==> src/rtl/core/sfbp_pkg.sv <==
package sfbp_pkg;

  localparam int LINES_PER_FRAME = 24;
  localparam int BYTES_PER_LINE  = 65;
  localparam int STATUS_BYTES    = 2;
  localparam int TRAILER_BYTES   = 4;
  localparam int ECHO_LEN        = 10;

  localparam int SECTION_W = 7;
  localparam int LINE_W    = 5;
  localparam int COUNT_W   = 11;

  localparam logic [7:0] CHAR_LF   = 8'h0A;
  localparam logic [7:0] CHAR_CR   = 8'h0D;
  localparam logic [7:0] CHAR_ZERO = 8'h30;
  localparam logic [7:0] CHAR_C    = 8'h43;

  typedef enum logic [2:0] {
    PH_IDLE    = 3'd0,
    PH_ECHO    = 3'd1,
    PH_STATUS  = 3'd2,
    PH_DATA    = 3'd3,
    PH_TRAILER = 3'd4
  } phase_e;

  typedef enum logic [1:0] {
    KIND_SEND  = 2'd0,
    KIND_DATA  = 2'd1,
    KIND_ABORT = 2'd2
  } kind_e;

  typedef enum logic {
    CMD_START = 1'b0,
    CMD_BYTE  = 1'b1
  } cmd_e;

  typedef struct packed {
    kind_e               kind;
    logic [7:0]          second_char;
    logic [7:0]          first_char;
    logic                valid_flag;
    logic [COUNT_W-1:0]  pair_count;
  } result_t;

  // expected echo text before the line ending
  function automatic logic [7:0] echo_char(input logic [3:0] idx);
    logic [7:0] c;
    case (idx)
      4'd0:    c = 8'h47;
      4'd1:    c = 8'h30;
      4'd2:    c = 8'h30;
      4'd3:    c = 8'h30;
      4'd4:    c = 8'h37;
      4'd5:    c = 8'h36;
      4'd6:    c = 8'h38;
      4'd7:    c = 8'h30;
      4'd8:    c = 8'h31;
      default: c = 8'h00;
    endcase
    return c;
  endfunction

endpackage

==> src/rtl/core/sfbp_parser.sv <==
module sfbp_parser (
  input  logic                  clk_i,
  input  logic                  rst_ni,
  input  logic                  accept_i,
  input  logic                  command_i,
  input  logic [7:0]            rx_byte_i,
  output logic                  res_valid_o,
  output sfbp_pkg::result_t     res_o
);

  sfbp_pkg::phase_e                   phase_q, phase_d;
  logic [sfbp_pkg::SECTION_W-1:0]     bis_q, bis_d, bis_inc;
  logic [sfbp_pkg::LINE_W-1:0]        line_q, line_d, line_inc;
  logic                               echo_ok_q, echo_ok_d;
  logic [7:0]                         first_q, first_d;
  logic [7:0]                         second_q, second_d;
  logic [sfbp_pkg::COUNT_W-1:0]       pairs_q, pairs_d;
  logic                               echo_match;
  logic                               busy;
  logic                               is_byte;

  assign is_byte  = (command_i == sfbp_pkg::CMD_BYTE);
  assign bis_inc  = bis_q + 1'b1;
  assign line_inc = line_q + 1'b1;
  assign busy     = (phase_q == sfbp_pkg::PH_ECHO) || (phase_q == sfbp_pkg::PH_STATUS) ||
                    (phase_q == sfbp_pkg::PH_DATA) || (phase_q == sfbp_pkg::PH_TRAILER);

  always_comb begin
    if (bis_q < sfbp_pkg::SECTION_W'(9)) begin
      echo_match = (rx_byte_i == sfbp_pkg::echo_char(bis_q[3:0]));
    end else begin
      echo_match = (rx_byte_i == sfbp_pkg::CHAR_LF) || (rx_byte_i == sfbp_pkg::CHAR_CR);
    end
  end

  // next state
  always_comb begin
    phase_d   = phase_q;
    bis_d     = bis_q;
    line_d    = line_q;
    echo_ok_d = echo_ok_q;
    first_d   = first_q;
    second_d  = second_q;
    pairs_d   = pairs_q;
    if (!is_byte) begin
      if (!busy) begin
        phase_d   = sfbp_pkg::PH_ECHO;
        bis_d     = '0;
        echo_ok_d = 1'b1;
      end
    end else begin
      case (phase_q)
        sfbp_pkg::PH_ECHO: begin
          echo_ok_d = echo_ok_q & echo_match;
          bis_d     = bis_inc;
          if (bis_inc >= sfbp_pkg::SECTION_W'(sfbp_pkg::ECHO_LEN)) begin
            bis_d = '0;
            if (!echo_ok_d) begin
              phase_d = sfbp_pkg::PH_IDLE;
            end else if (sfbp_pkg::STATUS_BYTES > 0) begin
              phase_d = sfbp_pkg::PH_STATUS;
            end else begin
              phase_d = sfbp_pkg::PH_DATA;
              line_d  = '0;
              pairs_d = '0;
            end
          end
        end
        sfbp_pkg::PH_STATUS: begin
          bis_d = bis_inc;
          if (bis_inc >= sfbp_pkg::SECTION_W'(sfbp_pkg::STATUS_BYTES)) begin
            bis_d   = '0;
            phase_d = sfbp_pkg::PH_DATA;
            line_d  = '0;
            pairs_d = '0;
          end
        end
        sfbp_pkg::PH_DATA: begin
          if (!bis_q[0]) begin
            first_d = rx_byte_i;
          end else begin
            second_d = rx_byte_i;
            pairs_d  = pairs_q + 1'b1;
          end
          bis_d = bis_inc;
          if (bis_inc >= sfbp_pkg::SECTION_W'(sfbp_pkg::BYTES_PER_LINE)) begin
            bis_d  = '0;
            line_d = line_inc;
            if (line_inc >= sfbp_pkg::LINE_W'(sfbp_pkg::LINES_PER_FRAME)) begin
              line_d  = '0;
              phase_d = (sfbp_pkg::TRAILER_BYTES > 0) ? sfbp_pkg::PH_TRAILER
                                                      : sfbp_pkg::PH_IDLE;
            end
          end
        end
        sfbp_pkg::PH_TRAILER: begin
          bis_d = bis_inc;
          if (bis_inc >= sfbp_pkg::SECTION_W'(sfbp_pkg::TRAILER_BYTES)) begin
            bis_d   = '0;
            phase_d = sfbp_pkg::PH_IDLE;
          end
        end
        default: begin
        end
      endcase
    end
  end

  // result
  always_comb begin
    res_valid_o = 1'b0;
    res_o       = '0;
    res_o.kind  = sfbp_pkg::KIND_SEND;
    if (!is_byte) begin
      res_valid_o = !busy;
    end else begin
      case (phase_q)
        sfbp_pkg::PH_ECHO: begin
          if ((bis_inc >= sfbp_pkg::SECTION_W'(sfbp_pkg::ECHO_LEN)) && !echo_ok_d) begin
            res_valid_o = 1'b1;
            res_o.kind  = sfbp_pkg::KIND_ABORT;
          end
        end
        sfbp_pkg::PH_DATA: begin
          res_valid_o       = 1'b1;
          res_o.kind        = sfbp_pkg::KIND_DATA;
          res_o.second_char = second_d;
          res_o.first_char  = first_d;
          res_o.valid_flag  = bis_q[0] &&
                              !((first_q == sfbp_pkg::CHAR_ZERO) &&
                                (rx_byte_i <= sfbp_pkg::CHAR_C));
          res_o.pair_count  = pairs_d;
        end
        default: begin
        end
      endcase
    end
    res_valid_o = res_valid_o & accept_i;
  end

  always_ff @(posedge clk_i or negedge rst_ni) begin
    if (!rst_ni) begin
      phase_q   <= sfbp_pkg::PH_IDLE;
      bis_q     <= '0;
      line_q    <= '0;
      echo_ok_q <= 1'b1;
      first_q   <= '0;
      second_q  <= '0;
      pairs_q   <= '0;
    end else if (accept_i) begin
      phase_q   <= phase_d;
      bis_q     <= bis_d;
      line_q    <= line_d;
      echo_ok_q <= echo_ok_d;
      first_q   <= first_d;
      second_q  <= second_d;
      pairs_q   <= pairs_d;
    end
  end

endmodule

==> src/rtl/core/sfbp_out_buf.sv <==
module sfbp_out_buf (
  input  logic               clk_i,
  input  logic               rst_ni,
  input  logic               push_i,
  input  sfbp_pkg::result_t  push_data_i,
  output logic               ready_o,
  output logic               out_valid_o,
  input  logic               out_ready_i,
  output sfbp_pkg::result_t  out_data_o
);

  logic               main_valid_q, main_valid_d;
  logic               skid_valid_q, skid_valid_d;
  sfbp_pkg::result_t  main_q, main_d;
  sfbp_pkg::result_t  skid_q, skid_d;
  logic               pop;

  assign ready_o     = !skid_valid_q;
  assign out_valid_o = main_valid_q;
  assign out_data_o  = main_q;
  assign pop         = main_valid_q & out_ready_i;

  always_comb begin
    main_valid_d = main_valid_q;
    skid_valid_d = skid_valid_q;
    main_d       = main_q;
    skid_d       = skid_q;
    if (skid_valid_q) begin
      if (pop) begin
        main_d       = skid_q;
        skid_valid_d = 1'b0;
      end
    end else if (push_i) begin
      if (!main_valid_q || pop) begin
        main_d       = push_data_i;
        main_valid_d = 1'b1;
      end else begin
        skid_d       = push_data_i;
        skid_valid_d = 1'b1;
      end
    end else if (pop) begin
      main_valid_d = 1'b0;
    end
  end

  always_ff @(posedge clk_i or negedge rst_ni) begin
    if (!rst_ni) begin
      main_valid_q <= 1'b0;
      skid_valid_q <= 1'b0;
    end else begin
      main_valid_q <= main_valid_d;
      skid_valid_q <= skid_valid_d;
    end
  end

  always_ff @(posedge clk_i) begin
    main_q <= main_d;
    skid_q <= skid_d;
  end

endmodule

==> src/rtl/core/sensor_frame_byte_parser.sv <==
// a result is registered into the output buffer when its request is accepted
// throughput: one request per cycle while the output buffer is ready
// a two-entry output buffer keeps input ready while one result waits to be taken
// reset: asynchronous active low; parser idle, counters and character slots zero,
// echo status set, output buffer empty
module sensor_frame_byte_parser (
  input  logic                          clk_i,
  input  logic                          rst_ni,
  input  logic                          in_valid_i,
  output logic                          in_ready_o,
  input  logic                          command_i,
  input  logic [7:0]                    rx_byte_i,
  output logic                          out_valid_o,
  input  logic                          out_ready_i,
  output logic [1:0]                    kind_o,
  output logic [7:0]                    second_char_o,
  output logic [7:0]                    first_char_o,
  output logic                          valid_flag_o,
  output logic [sfbp_pkg::COUNT_W-1:0]  pair_count_o
);

  logic               accept;
  logic               res_valid;
  logic               buf_ready;
  sfbp_pkg::result_t  res;
  sfbp_pkg::result_t  out_data;

  assign in_ready_o = buf_ready;
  assign accept     = in_valid_i & buf_ready;

  sfbp_parser u_parser (
    .clk_i       (clk_i),
    .rst_ni      (rst_ni),
    .accept_i    (accept),
    .command_i   (command_i),
    .rx_byte_i   (rx_byte_i),
    .res_valid_o (res_valid),
    .res_o       (res)
  );

  sfbp_out_buf u_out_buf (
    .clk_i       (clk_i),
    .rst_ni      (rst_ni),
    .push_i      (res_valid),
    .push_data_i (res),
    .ready_o     (buf_ready),
    .out_valid_o (out_valid_o),
    .out_ready_i (out_ready_i),
    .out_data_o  (out_data)
  );

  assign kind_o        = out_data.kind;
  assign second_char_o = out_data.second_char;
  assign first_char_o  = out_data.first_char;
  assign valid_flag_o  = out_data.valid_flag;
  assign pair_count_o  = out_data.pair_count;

endmodule
==> config.mk <==
export PLATFORM = sky130hd
export DESIGN_NAME = sensor_frame_byte_parser
export DESIGN_NICKNAME = d
export VERILOG_FILES = /design/src/rtl/core/sfbp_pkg.sv /design/src/rtl/core/sfbp_parser.sv /design/src/rtl/core/sfbp_out_buf.sv /design/src/rtl/core/sensor_frame_byte_parser.sv
export SDC_FILE = /design/constraint.sdc
export NUM_CORES = 1
export LEC_CHECK = 0
export BUFFER_PORTS_ARGS = -buffer_cell sky130_fd_sc_hd__buf_2
export CELL_PAD_IN_SITES_DETAIL_PLACEMENT = 2
export CELL_PAD_IN_SITES_GLOBAL_PLACEMENT = 2
export CORE_ASPECT_RATIO = 0.5
export CORE_MARGIN = 3
export CORE_UTILIZATION = 36
export DETAILED_ROUTE_END_ITERATION = 6
export PLACE_DENSITY = 0.77
export REMOVE_ABC_BUFFERS = 1
export SYNTH_ARGS = -nofsm -noshare
export SYNTH_HDL_FRONTEND = slang
export SYNTH_SLANG_ARGS = --single-unit
==> constraint.sdc <==
create_clock -name clk_i -period 5.36 [get_ports clk_i]
set_clock_uncertainty 0.05 [all_clocks]
set_input_delay 0.268 -clock clk_i [delete_from_list [all_inputs] [get_ports clk_i]]
set_output_delay 0.268 -clock clk_i [all_outputs]
set_load 0.05 [all_outputs]
==> results.md, run 1 <==
* Vias per cell at 5.46
* Commonest non-fill, non-tap cell in the layout: nand2_1
* Initial DRC count at 255
* Final number of setup-violating endpoints at 0
* Antenna diodes at 0
* Cts bufs inserted at 9
* Synth Area per Inst at 10.7 um2
* Routed wire length at 14.9 mm
* Final min period at 3.52 ns
* Cell count after synthesis at 508
* Initial antenna violation count at 0
* Core Footprint at 0.0146 mm2
* Slew Viols, Final at 0
* TritonRoute pass-1 iters at 4
* Worst-path clk slew at 0.08 ns
* Area grow syn2layout at 12.9%
* Hold Path Depth at 2
* Peak VDD IR at 0.151 mV
* Total negative slack at 0 ns
* Reg2Reg Setup Slack at 1.84 ns
* Post-DP HPWL at 10.3 mm
* Detail Route Antenna Nets at 0
* PortBufs at 44
* CP Launch Type: register
* Fmax at 284 MHz
* P_int at 1510 uW
* Combinational Power Share at 27.0%
* WL/cell at 20.1 um
* Unrepaired setup endpoints after global routing: false
* Post-Syn Area at 0.00542 mm2
* DIE HEIGHT at 92.8 um
* Relative slew slack at 29.4%
* Hold_buf cts at 1
* Post-layout nets at 557
* Reg2reg path depth at 10
* WHS Endpoint: u_out_buf.skid_valid_q
* # Max-Cap Violations at 0
* Max clock buf depth at 2
* Global-route usage over all layers at 18.4%
* Clk Latency, worst-skew pair at 0.35 ns
* Worst R2R End: u_out_buf.out_data_o[14]
* Tcrit/Tclk final at 65.6%
* Initial Util at 37.2%
* Critical path's slowest cell: dfrtp_1
* Hold WC Path Type: in -> reg
* Layout cells sized above 1 at 18.8%
* Post-CTS Setup Inserts at 0
* Vias in the first global route at 4381
* RePlAce Congestion at 0.803
* Crit path arrival time at 3.49 ns
* DIE AREA at 0.0167 mm2
* Net switching power at 881 uW
* DR vias at 4038
* Pwr dens at 391 mW/mm2
* Asr flop ratio synth at 42.9%
* CP Max Fanout at 23
* Finished Layout Cells at 740
* Dominant synthesized flop cell: edfxtp_1
* Max incr delay on CP at 0.58 ns
* Clock Sinks at 105
* DR DRC count at 0
* Sequential area share after synthesis at 54.0%
* Status: finished clean
* Number of synthesized register bits at 105
* GRT Residual Overflow at 0
* CTS tree: done
* Library cells used by synthesis at 63
* IO Count at 45
* Clock Tree Root: clkbuf_16
* WS Path Type: reg -> reg
* CP Cell Sequence: inv_1 > ha_1 > and3b_1 > o21ai_0 > a21oi_1 > o2111ai_1 > nand2_1 > a211o_1 > a311oi_4 > buf_4
* H-tree levels at 3
* Reg-to-reg critical path startpoint: u_parser.bis_q[0]
* Worst Setup End Kind: register
* Lkg Pwr at 0.00238 uW
* First-pass GRT wire length at 24.4 mm
* Clock network fraction of design power at 27.3%
* Actual slew at the worst max-slew pin at 1.06 ns
* Die width at 180 um
* # resized after CTS at 0
* Dpl cell area at 0.00582 mm2
* Cell area after layout at 0.00612 mm2
* EDFF count, synth at 60
* Hold_sp: out_ready_i
* Sw Ratio at 36.8%
* FP Rows at 31
* Sequential power share at 45.7%
* Most frequent cells in the layout: nand2_1, edfxtp_1, nor2_1
* Largest net degree at the start of global routing at 61
* Worst hold slack at 0.176 ns
* Worst Path Required at 5.33 ns
* Placed Instances at 723
* Synth Warn # at 0
* Final Hold Viols at 0
==> worst max-delay path, delay by kind of cell (launching register included) <==
family,cells,cell delay [ns]
flip-flops,1,0.58
buffers and inverters,2,0.58
AND/OR/NAND/NOR,2,0.29
adder cells (fa/ha/maj),1,0.24
AO/OA/AOI/OAI,5,1.42
==> power groups by stage <==
stage	logic, uW	registers (uW)	clock network (uW)
after global routing	707	1120	702
after detailed placement	643	1110	0
final	646	1090	652
after CTS	651	1090	668
after global placement	620	1100	0
after floorplan	329	1210	0
==> worst max-delay path by stage <==
stage	startpoint	end	slack, ns	cells past startpoint
2_1_floorplan	u_parser.bis_q[0]	u_out_buf.out_data_o[0]	-0.28	9
3_3_place_gp	u_parser.bis_q[0]	u_out_buf.out_data_o[20]	2.00	10
3_5_place_dp	u_parser.bis_q[0]	u_out_buf.out_data_o[6]	1.86	8
4_1_cts	u_parser.bis_q[0]	u_out_buf.out_data_o[17]	1.82	10
5_1_grt	u_parser.bis_q[0]	u_out_buf.out_data_o[22]	1.53	10
6_report	u_parser.bis_q[0]	u_out_buf.out_data_o[14]	1.84	10
==> final cells by class <==
cell class / count / area, um2
Fill cell: 1555 / 8460
Sequential cell: 105 / 2930
Multi-Input combinational cell: 361 / 2350
Timing Repair Buffer: 50 / 268
Tap cell: 198 / 248
Clock buffer: 10 / 229
Clock inverter: 6 / 62.6
Inverter: 10 / 37.5
==> per-stage QoR <==
stage | setup WS, ns | utilization (%) | power (uW)
2_1_floorplan | -0.281 | - | 1540
3_3_place_gp | 2.00 | 39.9 | 1720
3_5_place_dp | 1.86 | 39.9 | 1750
4_1_cts | 1.82 | 42.0 | 2410
5_1_grt | 1.53 | 42.0 | 2520
6_report | 1.84 | 42.0 | 2390
==> cells by family (layout without fill, tap and decap cells) <==
group                      Yosys count  count (layout)  synth area share [%]
AOI/OAI and AO/OA                  112             112                  14.1
muxes                               39              39                  7.73
and+or+nand+nor                    186             186                  16.4
buffers and inverters               42              76                  3.34
xor gates and xnor gates            17              17                  2.75
DFF                                105             105                  54.0
adders and majority gates            7               7                  1.61
==> routing by layer <==
layer,vias to the layer above,GRT usage (%),wire length [um]
li1,1910,-,-
met1,2064,25.0,7110
met2,55,30.5,7180
met3,9,3.18,510
met4,0,5.02,105
met5,-,0,0
==> registers in the layout, indices dropped and copies added (netlist names) <==
signal,count
u_parser.bis_q,7
u_parser.first_q,8
u_parser.second_q,8
u_parser.pairs_q,11
u_out_buf.out_data_o,30
u_parser.echo_ok_q,1
u_parser.line_q,5
u_parser.phase_q,3
u_out_buf.out_valid_o,1
u_out_buf.skid_q,30
u_out_buf.skid_valid_q,1
==> synthesized netlist by cell type, drive strengths merged (4+ instances only) <==
cell	count	area share, %
nor2b	4	0.46
dfrtp	44	20
ha	7	1.6
nand3	9	1.0
inv	10	0.69
buf	11	1.2
clkbuf	21	1.5
mux2i	19	3.5
and3	7	0.81
nand2	74	5.1
nor4	4	0.46
mux2	20	4.2
and2	5	0.58
xnor2	6	0.97
a21oi	9	0.83
o31ai	31	4.3
xor2	11	1.8
o21ai	35	3.2
nand2b	6	0.69
nor3	9	1.0
nor2	49	3.5
edfxtp	60	33
a31oi	7	0.92
Note: power is estimated with default switching activity, not from simulation.
==> run 2, diff against run 1 <==
Clock period 5.36 ns to 3.08 ns, I/O delays scaled along.
==> results.md, run 2 (synthesis gave the netlist of run 1 again) <==
* Status: finished clean
* Initial Util at 37.2% (unchanged)
* Most frequent cells in the layout: nand2_1, edfxtp_1, nor2_1
* Worst Setup End Kind: register
* Tcrit/Tclk final at 97.8% (+32 points)
* Detail Route Antenna Nets at 0 (unchanged)
* CTS tree: done
* Area grow syn2layout at 17.5%
* # Max-Cap Violations at 0 (unchanged)
* PortBufs at 44 (unchanged)
* Clock Sinks at 105 (unchanged)
* CP Cell Sequence: ha_1 > xor2_1 > a2bb2oi_2 > o31ai_1 > and3_2 > a211o_4 > a2111oi_4 > buf_4 > bufbuf_16
* Commonest non-fill, non-tap cell in the layout: nand2_1
* Antenna diodes at 0 (unchanged)
* GRT Residual Overflow at 0 (unchanged)
* DR DRC count at 0 (unchanged)
* Final number of setup-violating endpoints at 0 (unchanged)
* Relative slew slack at 60.1% (+31 points)
* Worst slack, placed at 0.0854 ns (-1.78 ns)
* Worst Path Required at 3.11 ns (-2.22 ns)
* Crit path arrival time at 3.04 ns (-0.45 ns)
* Global-route usage over all layers at 18.6% (+0.23 points)
* Vias per cell at 5.44 (-0.35%)
* DIE HEIGHT at 92.8 um (unchanged)
* Layout cells sized above 1 at 24.0% (+5.2 points)
* Max clock buf depth at 2 (unchanged)
* First-pass GRT wire length at 24.8 mm (+1.4%)
* RePlAce Congestion at 0.827 (+3.0%)
* Total power at 4300 uW (+80%)
* Final Hold Viols at 0 (unchanged)
* Initial antenna violation count at 0 (unchanged)
* Final min period at 3.01 ns (-0.505 ns)
* Final setup margin at 0.0672 ns (-1.77 ns)
* DR vias at 4138 (+2.5%)
* WS Path Type: reg -> reg
* TritonRoute pass-1 iters at 4 (unchanged)
* Routed wire length at 15.4 mm (+3.3%)
* Lkg Pwr at 0.00250 uW (+5.0%)
* H-tree levels at 3 (unchanged)
* Initial DRC count at 305 (+20%)
* IO Count at 45 (unchanged)
* CP Launch Type: register
* Clk Latency, worst-skew pair at 0.36 ns (about the same)
* Actual slew at the worst max-slew pin at 0.599 ns (-0.461 ns)
* Hold WC Path Type: in -> reg
* Peak VDD IR at 0.310 mV (+110%)
* Cts bufs inserted at 9 (unchanged)
* DIE AREA at 0.0167 mm2 (unchanged)
* Core Footprint at 0.0146 mm2 (unchanged)
* Worst hold slack at 0.0555 ns (-0.121 ns)
* WL/cell at 20.2 um (+0.48%)
* Slew Viols, Final at 0 (unchanged)
* Critical path's slowest cell: dfrtp_2
* Vias in the first global route at 4368 (-0.30%)
* Fmax at 332 MHz (+17%)
* Worst-path clk slew at 0.08 ns (about the same)
* Die width at 180 um (unchanged)
* Clock Tree Root: clkbuf_16
* Post-DP HPWL at 10.1 mm (-2.1%)
* Max incr delay on CP at 0.44 ns (-0.14 ns)
* FP Rows at 31 (unchanged)
* Pwr dens at 675 mW/mm2 (+73%)
* Largest net degree at the start of global routing at 59 (-3.3%)
* Placed Instances at 736 (+1.8%)
* CP Max Fanout at 15 (-35%)
* Finished Layout Cells at 761 (+2.8%)
* Post-layout nets at 578 (+3.8%)
## run 2: cell types whose count changed in the layout (fill, tap and decap cells not counted), sizes merged
cell	change
buf	+20
clkinv	-2
inv	+2
bufbuf	+1
clkbuf	-1
clkinvlp	+1
## run 2: report_power, final
group,total [uW],internal [uW],switching (uW)
sequential,1860,1680,177
combinational,1260,430,829
clock,1190,581,605
total,4300,2690,1610
## run 2: final cells by class
cell class	count	area (um2)
fill	1520	8210
inverter	10	37.5
clock buffer	9	225
sequential	105	2930
timing repair buffer	71	475
tap	198	248
clock inverter	7	80.1
multi-input combinational	361	2370
## run 2: critical path, delay by kind of cell, from the launching register on
kind            cells  cell delay [ns]
fa+ha+maj           1             0.23
compound gates      4             1.02
simple gates        1             0.28
buf+inv             2             0.50
xor+xnor            1             0.21
flops               1             0.44
## run 2: final timing paths
check	end	cells after the start	slack [ns]	from
max reg2reg	u_out_buf.skid_q[1]	9	0.07	u_parser.bis_q[1]
max in group asynchronous	u_parser.pairs_q[7]	3	1.94	rst_ni
max	u_out_buf.skid_q[1]	9	0.07	u_parser.bis_q[1]
min in group asynchronous	u_parser.line_q[3]	2	0.27	rst_ni
min reg2reg	u_parser.line_q[1]	2	0.46	u_parser.line_q[1]
min	u_out_buf.skid_valid_q	2	0.06	out_ready_i
## run 2: through the flow
step	TNS [ns]	util, %	area [um2]
floorplan	-137.46	-	5280
global placement	0	40.8	5940
detailed placement	0	40.8	5940
CTS	0	43.4	6320
global route	-1.18	43.7	6370
finish	0	43.7	6370
## run 2: metal layers
| metal | up-vias | share of wire, % | GRT usage, % |
|---|---|---|---|
| li1 | 1959 | - | - |
| met1 | 2117 | 49 | 26.0 |
| met2 | 50 | 48 | 30.7 |
| met3 | 12 | 2.6 | 3.53 |
| met4 | 0 | 0.75 | 3.28 |
| met5 | - | 0 | 0 |
## run 2: repair_timing
| action | in CTS | in global routing |
|---|---|---|
| setup buffers | 2 | 5 |
| gates cloned | 1 | 0 |
| gates resized for setup | 8 | 6 |
| pin swaps | 1 | 4 |
| endpoints found under the hold margin | 19 | 0 |
| endpoints found under the setup margin | 30 | 30 |
| hold buffers | 1 | 0 |
